File: src/rtl/multimode_sample_filter_defines.svh
// Assertion macros shared by the multimode sample filter RTL.
`ifndef MULTIMODE_SAMPLE_FILTER_DEFINES_SVH
`define MULTIMODE_SAMPLE_FILTER_DEFINES_SVH

// Same-cycle implication check, disabled while reset is asserted.
`define MSF_ASSERT_IMP(lbl, clk_s, rstn_s, ante, cons, msg) \
  lbl: assert property (@(posedge clk_s) disable iff (!rstn_s) (ante) |-> (cons)) \
    else $error(msg);

// Next-cycle implication check, disabled while reset is asserted.
`define MSF_ASSERT_NXT(lbl, clk_s, rstn_s, ante, cons, msg) \
  lbl: assert property (@(posedge clk_s) disable iff (!rstn_s) (ante) |=> (cons)) \
    else $error(msg);

`endif

File: src/rtl/msf_pkg.sv
// Shared types, codes and the per-mode microprogram of the sample filter.
`default_nettype none
package msf_pkg;

  // Internal number formats.
  localparam int HW      = 48;
  localparam int HALF_W  = HW / 2;
  localparam int ACC_W   = 51;
  localparam int EXT_FRAC = 12;
  localparam int WFRAC   = 16;
  localparam int CFG_W   = 32;
  localparam int MODE_W  = 4;
  localparam int IDX_W   = 3;
  localparam int WGT_W   = 17;
  localparam int STEP_W  = 5;
  localparam logic [WGT_W-1:0] W_ONE = 17'h10000;

  // Mode codes.
  localparam logic [MODE_W-1:0] MODE_NONE  = 4'd0;
  localparam logic [MODE_W-1:0] MODE_PT1   = 4'd1;
  localparam logic [MODE_W-1:0] MODE_LPF   = 4'd2;
  localparam logic [MODE_W-1:0] MODE_NOTCH = 4'd3;
  localparam logic [MODE_W-1:0] MODE_BPF   = 4'd4;
  localparam logic [MODE_W-1:0] MODE_DF1   = 4'd5;
  localparam logic [MODE_W-1:0] MODE_FIR2  = 4'd6;
  localparam logic [MODE_W-1:0] MODE_MED3  = 4'd7;
  localparam logic [MODE_W-1:0] MODE_PT2   = 4'd8;
  localparam logic [MODE_W-1:0] MODE_PT3   = 4'd9;
  localparam logic [MODE_W-1:0] MODE_FO    = 4'd10;

  // Configuration register indexes.
  localparam logic [IDX_W-1:0] IDX_MODE   = 3'd0;
  localparam logic [IDX_W-1:0] IDX_B0     = 3'd1;
  localparam logic [IDX_W-1:0] IDX_B1     = 3'd2;
  localparam logic [IDX_W-1:0] IDX_B2     = 3'd3;
  localparam logic [IDX_W-1:0] IDX_A1     = 3'd4;
  localparam logic [IDX_W-1:0] IDX_A2     = 3'd5;
  localparam logic [IDX_W-1:0] IDX_WEIGHT = 3'd6;

  // Micro-operations.
  localparam logic [3:0] OP_END  = 4'd0;
  localparam logic [3:0] OP_LD   = 4'd1;
  localparam logic [3:0] OP_ADD  = 4'd2;
  localparam logic [3:0] OP_SUB  = 4'd3;
  localparam logic [3:0] OP_MACA = 4'd4;
  localparam logic [3:0] OP_MACS = 4'd5;
  localparam logic [3:0] OP_ST   = 4'd6;
  localparam logic [3:0] OP_MOV  = 4'd7;
  localparam logic [3:0] OP_HALF = 4'd8;
  localparam logic [3:0] OP_MED  = 4'd9;

  // Operand sources.
  localparam logic [2:0] SRC_ZERO = 3'd0;
  localparam logic [2:0] SRC_N    = 3'd1;
  localparam logic [2:0] SRC_R    = 3'd2;
  localparam logic [2:0] SRC_D    = 3'd3;
  localparam logic [2:0] SRC_H0   = 3'd4;
  localparam logic [2:0] SRC_H1   = 3'd5;
  localparam logic [2:0] SRC_H2   = 3'd6;
  localparam logic [2:0] SRC_H3   = 3'd7;

  // Destinations.
  localparam logic [2:0] DST_R  = 3'd0;
  localparam logic [2:0] DST_D  = 3'd1;
  localparam logic [2:0] DST_H0 = 3'd2;
  localparam logic [2:0] DST_H1 = 3'd3;
  localparam logic [2:0] DST_H2 = 3'd4;
  localparam logic [2:0] DST_H3 = 3'd5;

  // Multiplier coefficient selects.
  localparam logic [2:0] B_B0 = 3'd0;
  localparam logic [2:0] B_B1 = 3'd1;
  localparam logic [2:0] B_B2 = 3'd2;
  localparam logic [2:0] B_A1 = 3'd3;
  localparam logic [2:0] B_A2 = 3'd4;
  localparam logic [2:0] B_W  = 3'd5;
  localparam logic [2:0] B_WC = 3'd6;

  typedef struct packed {
    logic [3:0] op;
    logic [2:0] src;
    logic [2:0] dst;
    logic [2:0] bsel;
  } uop_t;

  typedef struct packed {
    logic n_load;
    logic exec;
    logic mul_start;
    logic mac_apply;
    logic out_load;
    uop_t uop;
  } cmd_t;

  typedef struct packed {
    logic mul_busy;
    logic mul_done;
  } sts_t;

  function automatic uop_t mk(input logic [3:0] op, input logic [2:0] src,
                              input logic [2:0] dst, input logic [2:0] bsel);
    uop_t u;
    u.op   = op;
    u.src  = src;
    u.dst  = dst;
    u.bsel = bsel;
    return u;
  endfunction

  function automatic logic [2:0] src_h(input logic [1:0] i);
    return {1'b1, i};
  endfunction

  function automatic logic [2:0] dst_h(input logic [1:0] i);
    return DST_H0 + {1'b0, i};
  endfunction

  // One smoother stage: d = src - v; v = v + k*d.
  function automatic uop_t pt_uop(input logic [1:0] stg, input logic [2:0] sub);
    uop_t u;
    u = mk(OP_END, SRC_ZERO, DST_R, B_B0);
    case (sub)
      3'd0: u = mk(OP_LD, (stg == 2'd0) ? SRC_N : src_h(stg - 2'd1), DST_R, B_B0);
      3'd1: u = mk(OP_SUB, src_h(stg), DST_R, B_B0);
      3'd2: u = mk(OP_ST, SRC_ZERO, DST_D, B_B0);
      3'd3: u = mk(OP_LD, src_h(stg), DST_R, B_B0);
      3'd4: u = mk(OP_MACA, SRC_D, DST_R, B_B0);
      3'd5: u = mk(OP_ST, SRC_ZERO, dst_h(stg), B_B0);
      default: u = mk(OP_END, SRC_ZERO, DST_R, B_B0);
    endcase
    return u;
  endfunction

  // Microprogram: the operation at a given step of a given mode.
  function automatic uop_t ucode(input logic [MODE_W-1:0] mode,
                                 input logic [STEP_W-1:0] step);
    uop_t u;
    logic [1:0] nst;
    logic [STEP_W-1:0] base;
    logic [STEP_W-1:0] sub;
    logic [1:0] stg;
    u    = mk(OP_END, SRC_ZERO, DST_R, B_B0);
    nst  = 2'd1;
    base = '0;
    sub  = '0;
    stg  = 2'd0;
    unique case (mode) inside
      MODE_PT1, MODE_PT2, MODE_PT3: begin
        nst  = (mode == MODE_PT1) ? 2'd1 : ((mode == MODE_PT2) ? 2'd2 : 2'd3);
        base = {1'b0, nst, 2'b00} + {2'b00, nst, 1'b0};
        if (step < 5'd6) begin
          stg = 2'd0;
          sub = step;
        end else if (step < 5'd12) begin
          stg = 2'd1;
          sub = step - 5'd6;
        end else begin
          stg = 2'd2;
          sub = step - 5'd12;
        end
        if (step < base) begin
          u = pt_uop(stg, sub[2:0]);
        end else if (step == base) begin
          u = mk(OP_MOV, src_h(nst - 2'd1), DST_R, B_B0);
        end
      end
      MODE_LPF, MODE_NOTCH, MODE_BPF: begin
        case (step)
          5'd0:  u = mk(OP_LD, SRC_H0, DST_R, B_B0);
          5'd1:  u = mk(OP_MACA, SRC_N, DST_R, B_B0);
          5'd2:  u = mk(OP_ST, SRC_ZERO, DST_R, B_B0);
          5'd3:  u = mk(OP_LD, SRC_H1, DST_R, B_B0);
          5'd4:  u = mk(OP_MACA, SRC_N, DST_R, B_B1);
          5'd5:  u = mk(OP_MACS, SRC_R, DST_R, B_A1);
          5'd6:  u = mk(OP_ST, SRC_ZERO, DST_H0, B_B0);
          5'd7:  u = mk(OP_LD, SRC_ZERO, DST_R, B_B0);
          5'd8:  u = mk(OP_MACA, SRC_N, DST_R, B_B2);
          5'd9:  u = mk(OP_MACS, SRC_R, DST_R, B_A2);
          5'd10: u = mk(OP_ST, SRC_ZERO, DST_H1, B_B0);
          default: u = mk(OP_END, SRC_ZERO, DST_R, B_B0);
        endcase
      end
      MODE_FO: begin
        case (step)
          5'd0: u = mk(OP_LD, SRC_H0, DST_R, B_B0);
          5'd1: u = mk(OP_MACA, SRC_N, DST_R, B_B0);
          5'd2: u = mk(OP_ST, SRC_ZERO, DST_R, B_B0);
          5'd3: u = mk(OP_LD, SRC_ZERO, DST_R, B_B0);
          5'd4: u = mk(OP_MACA, SRC_N, DST_R, B_B1);
          5'd5: u = mk(OP_MACS, SRC_R, DST_R, B_A1);
          5'd6: u = mk(OP_ST, SRC_ZERO, DST_H0, B_B0);
          default: u = mk(OP_END, SRC_ZERO, DST_R, B_B0);
        endcase
      end
      MODE_DF1: begin
        case (step)
          5'd0:  u = mk(OP_LD, SRC_ZERO, DST_R, B_B0);
          5'd1:  u = mk(OP_MACA, SRC_N, DST_R, B_B0);
          5'd2:  u = mk(OP_MACA, SRC_H0, DST_R, B_B1);
          5'd3:  u = mk(OP_MACA, SRC_H1, DST_R, B_B2);
          5'd4:  u = mk(OP_MACS, SRC_H2, DST_R, B_A1);
          5'd5:  u = mk(OP_MACS, SRC_H3, DST_R, B_A2);
          5'd6:  u = mk(OP_ST, SRC_ZERO, DST_R, B_B0);
          5'd7:  u = mk(OP_MOV, SRC_H0, DST_H1, B_B0);
          5'd8:  u = mk(OP_MOV, SRC_N, DST_H0, B_B0);
          5'd9:  u = mk(OP_MOV, SRC_H2, DST_H3, B_B0);
          5'd10: u = mk(OP_MOV, SRC_R, DST_H2, B_B0);
          5'd11: u = mk(OP_LD, SRC_ZERO, DST_R, B_B0);
          5'd12: u = mk(OP_MACA, SRC_R, DST_R, B_W);
          5'd13: u = mk(OP_MACA, SRC_N, DST_R, B_WC);
          5'd14: u = mk(OP_ST, SRC_ZERO, DST_R, B_B0);
          default: u = mk(OP_END, SRC_ZERO, DST_R, B_B0);
        endcase
      end
      MODE_FIR2: begin
        case (step)
          5'd0: u = mk(OP_LD, SRC_N, DST_R, B_B0);
          5'd1: u = mk(OP_ADD, SRC_H0, DST_R, B_B0);
          5'd2: u = mk(OP_HALF, SRC_ZERO, DST_R, B_B0);
          5'd3: u = mk(OP_ST, SRC_ZERO, DST_R, B_B0);
          5'd4: u = mk(OP_MOV, SRC_N, DST_H0, B_B0);
          default: u = mk(OP_END, SRC_ZERO, DST_R, B_B0);
        endcase
      end
      MODE_MED3: begin
        case (step)
          5'd0: u = mk(OP_MED, SRC_ZERO, DST_R, B_B0);
          5'd1: u = mk(OP_MOV, SRC_H1, DST_H0, B_B0);
          5'd2: u = mk(OP_MOV, SRC_N, DST_H1, B_B0);
          default: u = mk(OP_END, SRC_ZERO, DST_R, B_B0);
        endcase
      end
      default: begin
        // Pass-through, also for the unused mode codes.
        if (step == 5'd0) begin
          u = mk(OP_MOV, SRC_N, DST_R, B_B0);
        end
      end
    endcase
    return u;
  endfunction

endpackage
`default_nettype wire

File: src/rtl/multimode_sample_filter.sv
// Top level of the multimode sample filter: controller plus datapath.
//
//  Channel   Direction  Handshake            Payload
//  in_       input      in_valid/in_stall    in_sample_in (signed sample)
//  out_      output     out_valid/out_stall  out_sample_out (signed sample)
//  cfg_      input      cfg_we               cfg_index, cfg_data
//
// Each transaction is worked as a short microprogram of steps; every product
// is formed on the one shared 24x32 multiplier, and the sequencer waits for it.
// Reset clears mode, coefficients, history and the output register valid.
// A new input is taken while the previous result waits on out_stall; the
// sequencer only holds at its last step if the output register is still full.
`default_nettype none
`include "multimode_sample_filter_defines.svh"
module multimode_sample_filter #(
  parameter int SAMPLE_WIDTH   = 24,
  parameter int COEF_FRAC_BITS = 28
) (
  input  wire logic                           clk,
  input  wire logic                           rst_n,
  input  wire logic                           cfg_we,
  input  wire logic [msf_pkg::IDX_W-1:0]      cfg_index,
  input  wire logic [msf_pkg::CFG_W-1:0]      cfg_data,
  input  wire logic                           in_valid,
  output logic                                in_stall,
  input  wire logic signed [SAMPLE_WIDTH-1:0] in_sample_in,
  output logic                                out_valid,
  input  wire logic                           out_stall,
  output logic signed [SAMPLE_WIDTH-1:0]      out_sample_out
);
  import msf_pkg::*;

  cmd_t cmd;
  sts_t sts;

  msf_ctrl u_ctrl (
    .clk       (clk),
    .rst_n     (rst_n),
    .cfg_we    (cfg_we),
    .cfg_index (cfg_index),
    .cfg_data  (cfg_data),
    .in_valid  (in_valid),
    .in_stall  (in_stall),
    .out_valid (out_valid),
    .out_stall (out_stall),
    .sts       (sts),
    .cmd       (cmd)
  );

  msf_dp #(
    .SAMPLE_WIDTH   (SAMPLE_WIDTH),
    .COEF_FRAC_BITS (COEF_FRAC_BITS)
  ) u_dp (
    .clk            (clk),
    .rst_n          (rst_n),
    .cfg_we         (cfg_we),
    .cfg_index      (cfg_index),
    .cfg_data       (cfg_data),
    .in_sample_in   (in_sample_in),
    .cmd            (cmd),
    .sts            (sts),
    .out_sample_out (out_sample_out)
  );

  // Design checks.
  `MSF_ASSERT_NXT(a_busy_after_accept, clk, rst_n, in_valid && !in_stall, in_stall, "input taken while busy")
  `MSF_ASSERT_IMP(a_out_load_free, clk, rst_n, cmd.out_load, !(out_valid && out_stall), "output overwritten")
  `MSF_ASSERT_IMP(a_mul_start_idle, clk, rst_n, cmd.mul_start, !sts.mul_busy, "multiplier restarted")
  `MSF_ASSERT_IMP(a_done_applied, clk, rst_n, sts.mul_done, cmd.mac_apply, "product dropped")

endmodule
`default_nettype wire

File: src/rtl/msf_mul.sv
// Shared rounding multiplier: 48-bit sample by 32-bit coefficient, two 24-bit halves.
`default_nettype none
module msf_mul #(
  parameter int COEF_FRAC_BITS = 28
) (
  input  wire logic                          clk,
  input  wire logic                          rst_n,
  input  wire logic                          start,
  input  wire logic                          wfrac,
  input  wire logic signed [msf_pkg::HW-1:0] a_in,
  input  wire logic signed [msf_pkg::CFG_W-1:0] b_in,
  output logic                               busy,
  output logic                               done,
  output logic signed [msf_pkg::HW-1:0]      prod
);
  import msf_pkg::*;

  localparam int PROD_W = HALF_W + CFG_W;
  localparam int SUM_W  = HW + CFG_W;
  localparam logic [SUM_W-1:0] RND_C = SUM_W'(1) << (COEF_FRAC_BITS - 1);
  localparam logic [SUM_W-1:0] RND_W = SUM_W'(1) << (WFRAC - 1);
  localparam logic [HW-1:0] LIM_POS = {1'b0, {(HW-1){1'b1}}};
  localparam logic [HW-1:0] LIM_NEG = {1'b1, {(HW-1){1'b0}}};

  logic [2:0]        phase_r;
  logic              done_r;
  logic [HW-1:0]     ua_r;
  logic [CFG_W-1:0]  ub_r;
  logic              neg_r;
  logic              wfrac_r;
  logic [PROD_W-1:0] p_lo_r;
  logic [PROD_W-1:0] p_hi_r;
  logic [SUM_W-1:0]  sum_r;
  logic signed [HW-1:0] prod_r;

  logic [HALF_W-1:0] half;
  logic [PROD_W-1:0] mul_o;
  logic [SUM_W-1:0]  q;
  logic [HW-1:0]     lim;
  logic [HW-1:0]     mag;

  // One 24x32 multiplier serves both halves of the sample.
  assign half  = (phase_r == 3'd1) ? ua_r[HALF_W-1:0] : ua_r[HW-1:HALF_W];
  assign mul_o = PROD_W'(half) * PROD_W'(ub_r);

  // Scale, saturate the magnitude and restore the sign.
  assign q    = wfrac_r ? (sum_r >> WFRAC) : (sum_r >> COEF_FRAC_BITS);
  assign lim  = neg_r ? LIM_NEG : LIM_POS;
  assign mag  = (q > SUM_W'(lim)) ? lim : q[HW-1:0];

  // Sequencing of the partial products.
  always_ff @(posedge clk) begin
    if (!rst_n) begin
      phase_r <= 3'd0;
      done_r  <= 1'b0;
    end else begin
      done_r <= (phase_r == 3'd4);
      if (start) begin
        phase_r <= 3'd1;
      end else if (phase_r == 3'd4) begin
        phase_r <= 3'd0;
      end else if (phase_r != 3'd0) begin
        phase_r <= phase_r + 3'd1;
      end
    end
  end

  // Operand and partial product registers.
  always_ff @(posedge clk) begin
    if (start) begin
      ua_r    <= a_in[HW-1] ? (HW'(0) - a_in) : a_in;
      ub_r    <= b_in[CFG_W-1] ? (CFG_W'(0) - b_in) : b_in;
      neg_r   <= a_in[HW-1] ^ b_in[CFG_W-1];
      wfrac_r <= wfrac;
    end
    if (phase_r == 3'd1) begin
      p_lo_r <= mul_o;
    end
    if (phase_r == 3'd2) begin
      p_hi_r <= mul_o;
    end
    if (phase_r == 3'd3) begin
      sum_r <= {p_hi_r, {HALF_W{1'b0}}} + SUM_W'(p_lo_r) + (wfrac_r ? RND_W : RND_C);
    end
    if (phase_r == 3'd4) begin
      prod_r <= neg_r ? (HW'(0) - mag) : mag;
    end
  end

  assign busy = (phase_r != 3'd0) || done_r;
  assign done = done_r;
  assign prod = prod_r;

endmodule
`default_nettype wire

File: src/rtl/msf_dp.sv
// Datapath: coefficient registers, history, accumulator and output register.
`default_nettype none
module msf_dp #(
  parameter int SAMPLE_WIDTH   = 24,
  parameter int COEF_FRAC_BITS = 28
) (
  input  wire logic                             clk,
  input  wire logic                             rst_n,
  input  wire logic                             cfg_we,
  input  wire logic [msf_pkg::IDX_W-1:0]        cfg_index,
  input  wire logic [msf_pkg::CFG_W-1:0]        cfg_data,
  input  wire logic signed [SAMPLE_WIDTH-1:0]   in_sample_in,
  input  wire msf_pkg::cmd_t                    cmd,
  output msf_pkg::sts_t                         sts,
  output logic signed [SAMPLE_WIDTH-1:0]        out_sample_out
);
  import msf_pkg::*;

  localparam int TW = HW - EXT_FRAC + 1;
  localparam logic signed [ACC_W-1:0] AMAX = {{(ACC_W-HW+1){1'b0}}, {(HW-1){1'b1}}};
  localparam logic signed [ACC_W-1:0] AMIN = ~AMAX;
  localparam logic signed [TW-1:0] SMAX = {{(TW-SAMPLE_WIDTH+1){1'b0}},
                                           {(SAMPLE_WIDTH-1){1'b1}}};
  localparam logic signed [TW-1:0] SMIN = ~SMAX;
  localparam logic signed [HW:0] ORND = (HW+1)'(1) << (EXT_FRAC - 1);

  // Configuration registers.
  logic signed [CFG_W-1:0] b0_r, b1_r, b2_r, a1_r, a2_r;
  logic [WGT_W-1:0]        weight_r;

  // Working registers.
  logic signed [HW-1:0]    n_r, r_r, d_r;
  logic signed [HW-1:0]    h_r [4];
  logic signed [ACC_W-1:0] acc_r;
  logic signed [SAMPLE_WIDTH-1:0] out_r;

  logic signed [HW-1:0]    n_ext;
  logic signed [HW-1:0]    src_val;
  logic signed [CFG_W-1:0] b_val;
  logic [WGT_W-1:0]        w_eff;
  logic signed [ACC_W-1:0] acc_src;
  logic signed [ACC_W-1:0] acc_rnd;
  logic signed [HW-1:0]    acc_sat;
  logic signed [HW-1:0]    lo_v, hi_v, mid_v, med_v;
  logic                    wr_en;
  logic signed [HW-1:0]    wr_val;
  logic signed [HW:0]      o_sum;
  logic signed [TW-1:0]    o_t;
  logic signed [SAMPLE_WIDTH-1:0] o_val;
  logic                    mul_busy, mul_done;
  logic signed [HW-1:0]    prod;

  // Input sample moved to the internal 12-fraction-bit format.
  assign n_ext = {{(HW-SAMPLE_WIDTH-EXT_FRAC){in_sample_in[SAMPLE_WIDTH-1]}},
                  in_sample_in, {EXT_FRAC{1'b0}}};

  // Operand source select.
  always_comb begin
    case (cmd.uop.src)
      SRC_ZERO: src_val = '0;
      SRC_N:    src_val = n_r;
      SRC_R:    src_val = r_r;
      SRC_D:    src_val = d_r;
      SRC_H0:   src_val = h_r[0];
      SRC_H1:   src_val = h_r[1];
      SRC_H2:   src_val = h_r[2];
      default:  src_val = h_r[3];
    endcase
  end

  // Coefficient select; the weight is clamped to one.
  assign w_eff = (weight_r > W_ONE) ? W_ONE : weight_r;
  always_comb begin
    case (cmd.uop.bsel)
      B_B0:    b_val = b0_r;
      B_B1:    b_val = b1_r;
      B_B2:    b_val = b2_r;
      B_A1:    b_val = a1_r;
      B_A2:    b_val = a2_r;
      B_W:     b_val = CFG_W'(w_eff);
      B_WC:    b_val = CFG_W'(W_ONE - w_eff);
      default: b_val = '0;
    endcase
  end

  msf_mul #(
    .COEF_FRAC_BITS(COEF_FRAC_BITS)
  ) u_mul (
    .clk   (clk),
    .rst_n (rst_n),
    .start (cmd.mul_start),
    .wfrac ((cmd.uop.bsel == B_W) || (cmd.uop.bsel == B_WC)),
    .a_in  (src_val),
    .b_in  (b_val),
    .busy  (mul_busy),
    .done  (mul_done),
    .prod  (prod)
  );

  assign sts.mul_busy = mul_busy;
  assign sts.mul_done = mul_done;

  // Accumulator helpers: source extension, halving toward zero, saturation.
  assign acc_src = ACC_W'(src_val);
  assign acc_rnd = acc_r + $signed({{(ACC_W-1){1'b0}}, acc_r[ACC_W-1]});
  assign acc_sat = (acc_r > AMAX) ? AMAX[HW-1:0] :
                   ((acc_r < AMIN) ? AMIN[HW-1:0] : acc_r[HW-1:0]);

  // Median of the two previous samples and the new one.
  assign lo_v  = (h_r[0] > h_r[1]) ? h_r[1] : h_r[0];
  assign hi_v  = (h_r[0] > h_r[1]) ? h_r[0] : h_r[1];
  assign mid_v = (hi_v > n_r) ? n_r : hi_v;
  assign med_v = (lo_v > mid_v) ? lo_v : mid_v;

  // Register-file write for store, move and median.
  always_comb begin
    wr_en  = 1'b0;
    wr_val = acc_sat;
    if (cmd.exec) begin
      case (cmd.uop.op)
        OP_ST: begin
          wr_en  = 1'b1;
          wr_val = acc_sat;
        end
        OP_MOV: begin
          wr_en  = 1'b1;
          wr_val = src_val;
        end
        OP_MED: begin
          wr_en  = 1'b1;
          wr_val = med_v;
        end
        default: begin
          wr_en  = 1'b0;
        end
      endcase
    end
  end

  // Output rounding half up and saturation to the sample range.
  assign o_sum = {r_r[HW-1], r_r} + ORND;
  assign o_t   = o_sum[HW:EXT_FRAC];
  assign o_val = (o_t > SMAX) ? SMAX[SAMPLE_WIDTH-1:0] :
                 ((o_t < SMIN) ? SMIN[SAMPLE_WIDTH-1:0] : o_t[SAMPLE_WIDTH-1:0]);

  // Configuration registers.
  always_ff @(posedge clk) begin
    if (!rst_n) begin
      b0_r     <= '0;
      b1_r     <= '0;
      b2_r     <= '0;
      a1_r     <= '0;
      a2_r     <= '0;
      weight_r <= W_ONE;
    end else if (cfg_we) begin
      unique case (cfg_index)
        IDX_B0:     b0_r     <= cfg_data;
        IDX_B1:     b1_r     <= cfg_data;
        IDX_B2:     b2_r     <= cfg_data;
        IDX_A1:     a1_r     <= cfg_data;
        IDX_A2:     a2_r     <= cfg_data;
        IDX_WEIGHT: weight_r <= cfg_data[WGT_W-1:0];
        default: begin
        end
      endcase
    end
  end

  // History: cleared by reset and by every mode write.
  always_ff @(posedge clk) begin
    if (!rst_n) begin
      for (int i = 0; i < 4; i++) h_r[i] <= '0;
    end else if (cfg_we && (cfg_index == IDX_MODE)) begin
      for (int i = 0; i < 4; i++) h_r[i] <= '0;
    end else if (wr_en) begin
      case (cmd.uop.dst)
        DST_H0:  h_r[0] <= wr_val;
        DST_H1:  h_r[1] <= wr_val;
        DST_H2:  h_r[2] <= wr_val;
        DST_H3:  h_r[3] <= wr_val;
        default: begin
        end
      endcase
    end
  end

  // Sample, result, temporary, accumulator and output registers.
  always_ff @(posedge clk) begin
    if (cmd.n_load) begin
      n_r <= n_ext;
    end
    if (wr_en && (cmd.uop.dst == DST_R)) begin
      r_r <= wr_val;
    end
    if (wr_en && (cmd.uop.dst == DST_D)) begin
      d_r <= wr_val;
    end
    if (cmd.exec) begin
      case (cmd.uop.op)
        OP_LD:   acc_r <= acc_src;
        OP_ADD:  acc_r <= acc_r + acc_src;
        OP_SUB:  acc_r <= acc_r - acc_src;
        OP_HALF: acc_r <= acc_rnd >>> 1;
        default: begin
        end
      endcase
    end else if (cmd.mac_apply) begin
      if (cmd.uop.op == OP_MACS) begin
        acc_r <= acc_r - ACC_W'(prod);
      end else begin
        acc_r <= acc_r + ACC_W'(prod);
      end
    end
    if (cmd.out_load) begin
      out_r <= o_val;
    end
  end

  assign out_sample_out = out_r;

endmodule
`default_nettype wire

File: src/rtl/msf_ctrl.sv
// Controller: mode register, microprogram sequencer and handshake control.
`default_nettype none
module msf_ctrl (
  input  wire logic                      clk,
  input  wire logic                      rst_n,
  input  wire logic                      cfg_we,
  input  wire logic [msf_pkg::IDX_W-1:0] cfg_index,
  input  wire logic [msf_pkg::CFG_W-1:0] cfg_data,
  input  wire logic                      in_valid,
  output logic                           in_stall,
  output logic                           out_valid,
  input  wire logic                      out_stall,
  input  wire msf_pkg::sts_t             sts,
  output msf_pkg::cmd_t                  cmd
);
  import msf_pkg::*;

  localparam logic [1:0] S_IDLE = 2'd0;
  localparam logic [1:0] S_RUN  = 2'd1;
  localparam logic [1:0] S_WAIT = 2'd2;

  logic [1:0]        state_r, state_nxt;
  logic [STEP_W-1:0] step_r, step_nxt;
  logic [MODE_W-1:0] mode_r;
  logic              out_valid_r, out_valid_nxt;
  uop_t              uop;
  logic              accept;
  logic              out_free;

  assign uop      = ucode(mode_r, step_r);
  assign accept   = in_valid && !in_stall;
  assign out_free = !(out_valid_r && out_stall);

  // Sequencer: one step per cycle; products wait for the multiplier and the last step for a free output.
  always_comb begin
    state_nxt     = state_r;
    step_nxt      = step_r;
    cmd           = '0;
    cmd.uop       = uop;
    unique case (state_r)
      S_IDLE: begin
        if (accept) begin
          cmd.n_load = 1'b1;
          step_nxt   = '0;
          state_nxt  = S_RUN;
        end
      end
      S_RUN: begin
        unique case (uop.op) inside
          OP_MACA, OP_MACS: begin
            cmd.mul_start = 1'b1;
            state_nxt     = S_WAIT;
          end
          OP_END: begin
            if (out_free) begin
              cmd.out_load = 1'b1;
              state_nxt    = S_IDLE;
            end
          end
          default: begin
            cmd.exec = 1'b1;
            step_nxt = step_r + STEP_W'(1);
          end
        endcase
      end
      S_WAIT: begin
        if (sts.mul_done) begin
          cmd.mac_apply = 1'b1;
          step_nxt      = step_r + STEP_W'(1);
          state_nxt     = S_RUN;
        end
      end
      default: begin
        state_nxt = S_IDLE;
      end
    endcase
  end

  // Output valid: set on a load, cleared once the result is taken without out_stall.
  always_comb begin
    out_valid_nxt = out_valid_r;
    if (cmd.out_load) begin
      out_valid_nxt = 1'b1;
    end else if (out_valid_r && !out_stall) begin
      out_valid_nxt = 1'b0;
    end
  end

  always_ff @(posedge clk) begin
    if (!rst_n) begin
      state_r     <= S_IDLE;
      step_r      <= '0;
      mode_r      <= MODE_NONE;
      out_valid_r <= 1'b0;
    end else begin
      state_r     <= state_nxt;
      step_r      <= step_nxt;
      out_valid_r <= out_valid_nxt;
      if (cfg_we && (cfg_index == IDX_MODE)) begin
        mode_r <= cfg_data[MODE_W-1:0];
      end
    end
  end

  assign in_stall  = (state_r != S_IDLE);
  assign out_valid = out_valid_r;

endmodule
`default_nettype wire
File: config.mk
export PLATFORM = sky130hd
export DESIGN_NAME = multimode_sample_filter
export DESIGN_NICKNAME = d
export VERILOG_FILES = /design/src/rtl/msf_pkg.sv /design/src/rtl/multimode_sample_filter.sv /design/src/rtl/msf_mul.sv /design/src/rtl/msf_dp.sv /design/src/rtl/msf_ctrl.sv
export VERILOG_INCLUDE_DIRS = /design/src /design/src/rtl
export SDC_FILE = /design/constraint.sdc
export NUM_CORES = 2
export LEC_CHECK = 0
export ABC_AREA = 1
export BUFFER_PORTS_ARGS = -buffer_cell sky130_fd_sc_hd__buf_2
export CAP_MARGIN = 20
export CORE_MARGIN = 5
export CORE_UTILIZATION = 30
export CTS_BUF_LIST = sky130_fd_sc_hd__clkbuf_8
export DETAILED_ROUTE_END_ITERATION = 10
export PLACE_DENSITY = 0.45
export SYNTH_ARGS = -nofsm -noshare
export SYNTH_HDL_FRONTEND = slang
export SYNTH_HIERARCHICAL = 1
export SYNTH_SLANG_ARGS = --single-unit
File: constraint.sdc
create_clock -name clk -period 9.08 [get_ports clk]
set_input_delay 0.908 -clock clk [delete_from_list [all_inputs] [get_ports clk]]
set_output_delay 0.908 -clock clk [all_outputs]
set_load 0.05 [all_outputs]
==> impl_metrics.yaml <==
clock_network:
  clock_latency_ps: 1000
  numCtsBuffers: 181
  htreeDepth: 4
  ctsHoldBuffers: 0
  clock-sinks: 894
  clk_pin_slew_ps: 60
  clockRootBuffer: "clkbuf_8"
  cts_tree: "done"
  clockBufferDepth: 4
route:
  wl_mm: 345
  via_count: 78300
  vias_per_cell: 5.06
  ant_nets: 0
  wl_per_cell_um: 22.3
  route.detailed.drc: 0
  first_iter_violations: 6175
  firstDrtPassIters: 6
sta:
  hold_viol_final: 0
  tightest_slew_ps: 1170
  whs_ps: 145
  maxSlewViolCount: 0
  fin_crit_ps: 8740
  maxSlewHeadroom_pct: 21.5
  finClkSkew_ps: 117
  setup_viol: 0
  fmax_mhz: 114
  fin_crit_sh_pct: 96.2
finish:
  final_common_cell: "nand2_1"
  nNetsFinal: 12900
  layout-drive-gt1-share_pct: 9.38
  areaGrowthSynthToFinish_pct: 12.6
  multi_input_area_um2: 53400
  final_cell_mix: "2251 x nand2_1, 1917 x inv_1, 1476 x nor2_1"
  final.fill_count: 30400
  area.sequential_um2: 24200
floorplanning:
  core_um2: 286000
  die_h_um: 546
  die-area_um2: 298000
  num_rows: 196
  start_util_pct: 30.2
  ioPinCount: 90
  die_w_um: 546
setup_path:
  r2r_setup_slack_ps: 340
  crit_fanout: 25
  cpMostUsedCell: "fa_1"
  worst_setup_path_end_kind: "flop"
  critPathRequiredTime_ps: 9760
  slowest_stage: "fa_1"
  setup.worst_path.class: "reg2reg"
  arrival_ps: 9410
  crit_path_max_incr_delay_ps: 660
  worst_setup_path_start_kind: "flop"
global_routing:
  grt_antenna_before_repair: 9
  grtUsageTotal_pct: 22.6
  grt_max_degree: 112
  grt_pass1_vias: 79900
  grt-ovfl-total: 0
  grt_pass1_wl_mm: 514
synthesis:
  syn_nets: 12500
  yosysWarnings: 6
  avgSynthCellArea_um2: 7.66
  syn_area_um2: 86200
  syn_inst: 11200
run:
  cap_violations: 0
place:
  port_buffers: 89
  place_hpwl_mm: 270
  routabilityCongestion: 0.942
min_path:
  hold_path_class: "in2reg"
run_status:
  status: "finished, final reports clean"
## through the flow
step | TNS, ps | cell area, um2 | instances | util, % | worst slack, ps
after floorplan | 0 | 86200 | 11200 | - | 237
after global placement | 0 | 93400 | 15100 | 32.7 | 14.3
after detailed placement | -193 | 93400 | 15100 | 32.7 | -62.5
after CTS | 0 | 96900 | 15500 | 33.9 | 25.9
after global routing | -11.9 | 97100 | 15500 | 34.0 | -11.8
final | 0 | 97100 | 15500 | 34.0 | 343
## flip-flops by register name (all words and copies together) (netlist names), 41 cells and up, named ones only
register           count
u_dp/r_r              48
u_dp/u_mul/p_hi_r     56
u_dp/u_mul/prod       48
u_dp/u_mul/p_lo_r     41
u_dp/h_r             192
u_dp/d_r              48
u_dp/acc_r            51
u_dp/u_mul/ua_r       48
u_dp/u_mul/sum_r      64
## path summary, 6_finish.rpt
check,from,end,depth (start not counted)
setup / recovery,u_dp/u_mul/phase_r[1],u_dp/u_mul/p_lo_r[41],28
hold / removal,in_sample_in[5],u_dp/n_r[17],1
setup reg to reg,u_dp/u_mul/phase_r[1],u_dp/u_mul/p_lo_r[41],28
hold reg to reg,u_dp/b2_r[2],u_dp/b2_r[2],2
## per-layer routing
| layer | up-vias | wire (um) | track usage [%] |
|---|---|---|---|
| met5 | - | 34 | 0 |
| met3 | 631 | 16700 | 2.66 |
| li1 | 36800 | - | - |
| met2 | 2325 | 163000 | 38.3 |
| met4 | 4 | 17300 | 10.0 |
| met1 | 38500 | 148000 | 28.8 |
## repair_timing
item	CTS	global route
gates cloned	0	0
resized for setup	3	26
pin swaps	0	2
endpoints found under the hold margin	0	0
setup buffers	0	3
setup endpoints to repair	6	313
## final cells by class
| cell class | instances | area share, % |
|---|---|---|
| Antenna cell | 3 | 0.00773 |
| Clock buffer | 195 | 2.77 |
| Clock inverter | 124 | 0.886 |
| Inverter | 1916 | 7.42 |
| Multi-Input combinational cell | 8035 | 55.0 |
| Sequential cell | 894 | 24.9 |
| Tap cell | 3762 | 4.85 |
| Timing Repair Buffer | 538 | 4.14 |
## critical path, delay by kind of cell, from the launching register on
family / cells / cell delay [ps]
AO/OA/AOI/OAI: 4 / 1130
flip-flops: 1 / 380
XOR/XNOR: 1 / 350
AND/OR/NAND/NOR: 7 / 1440
adder cells (fa/ha/maj): 9 / 4320
buffers and inverters: 7 / 890
Power is not shown: default switching activity piles up to over one toggle a cycle in this logic, so the estimate is an artifact.
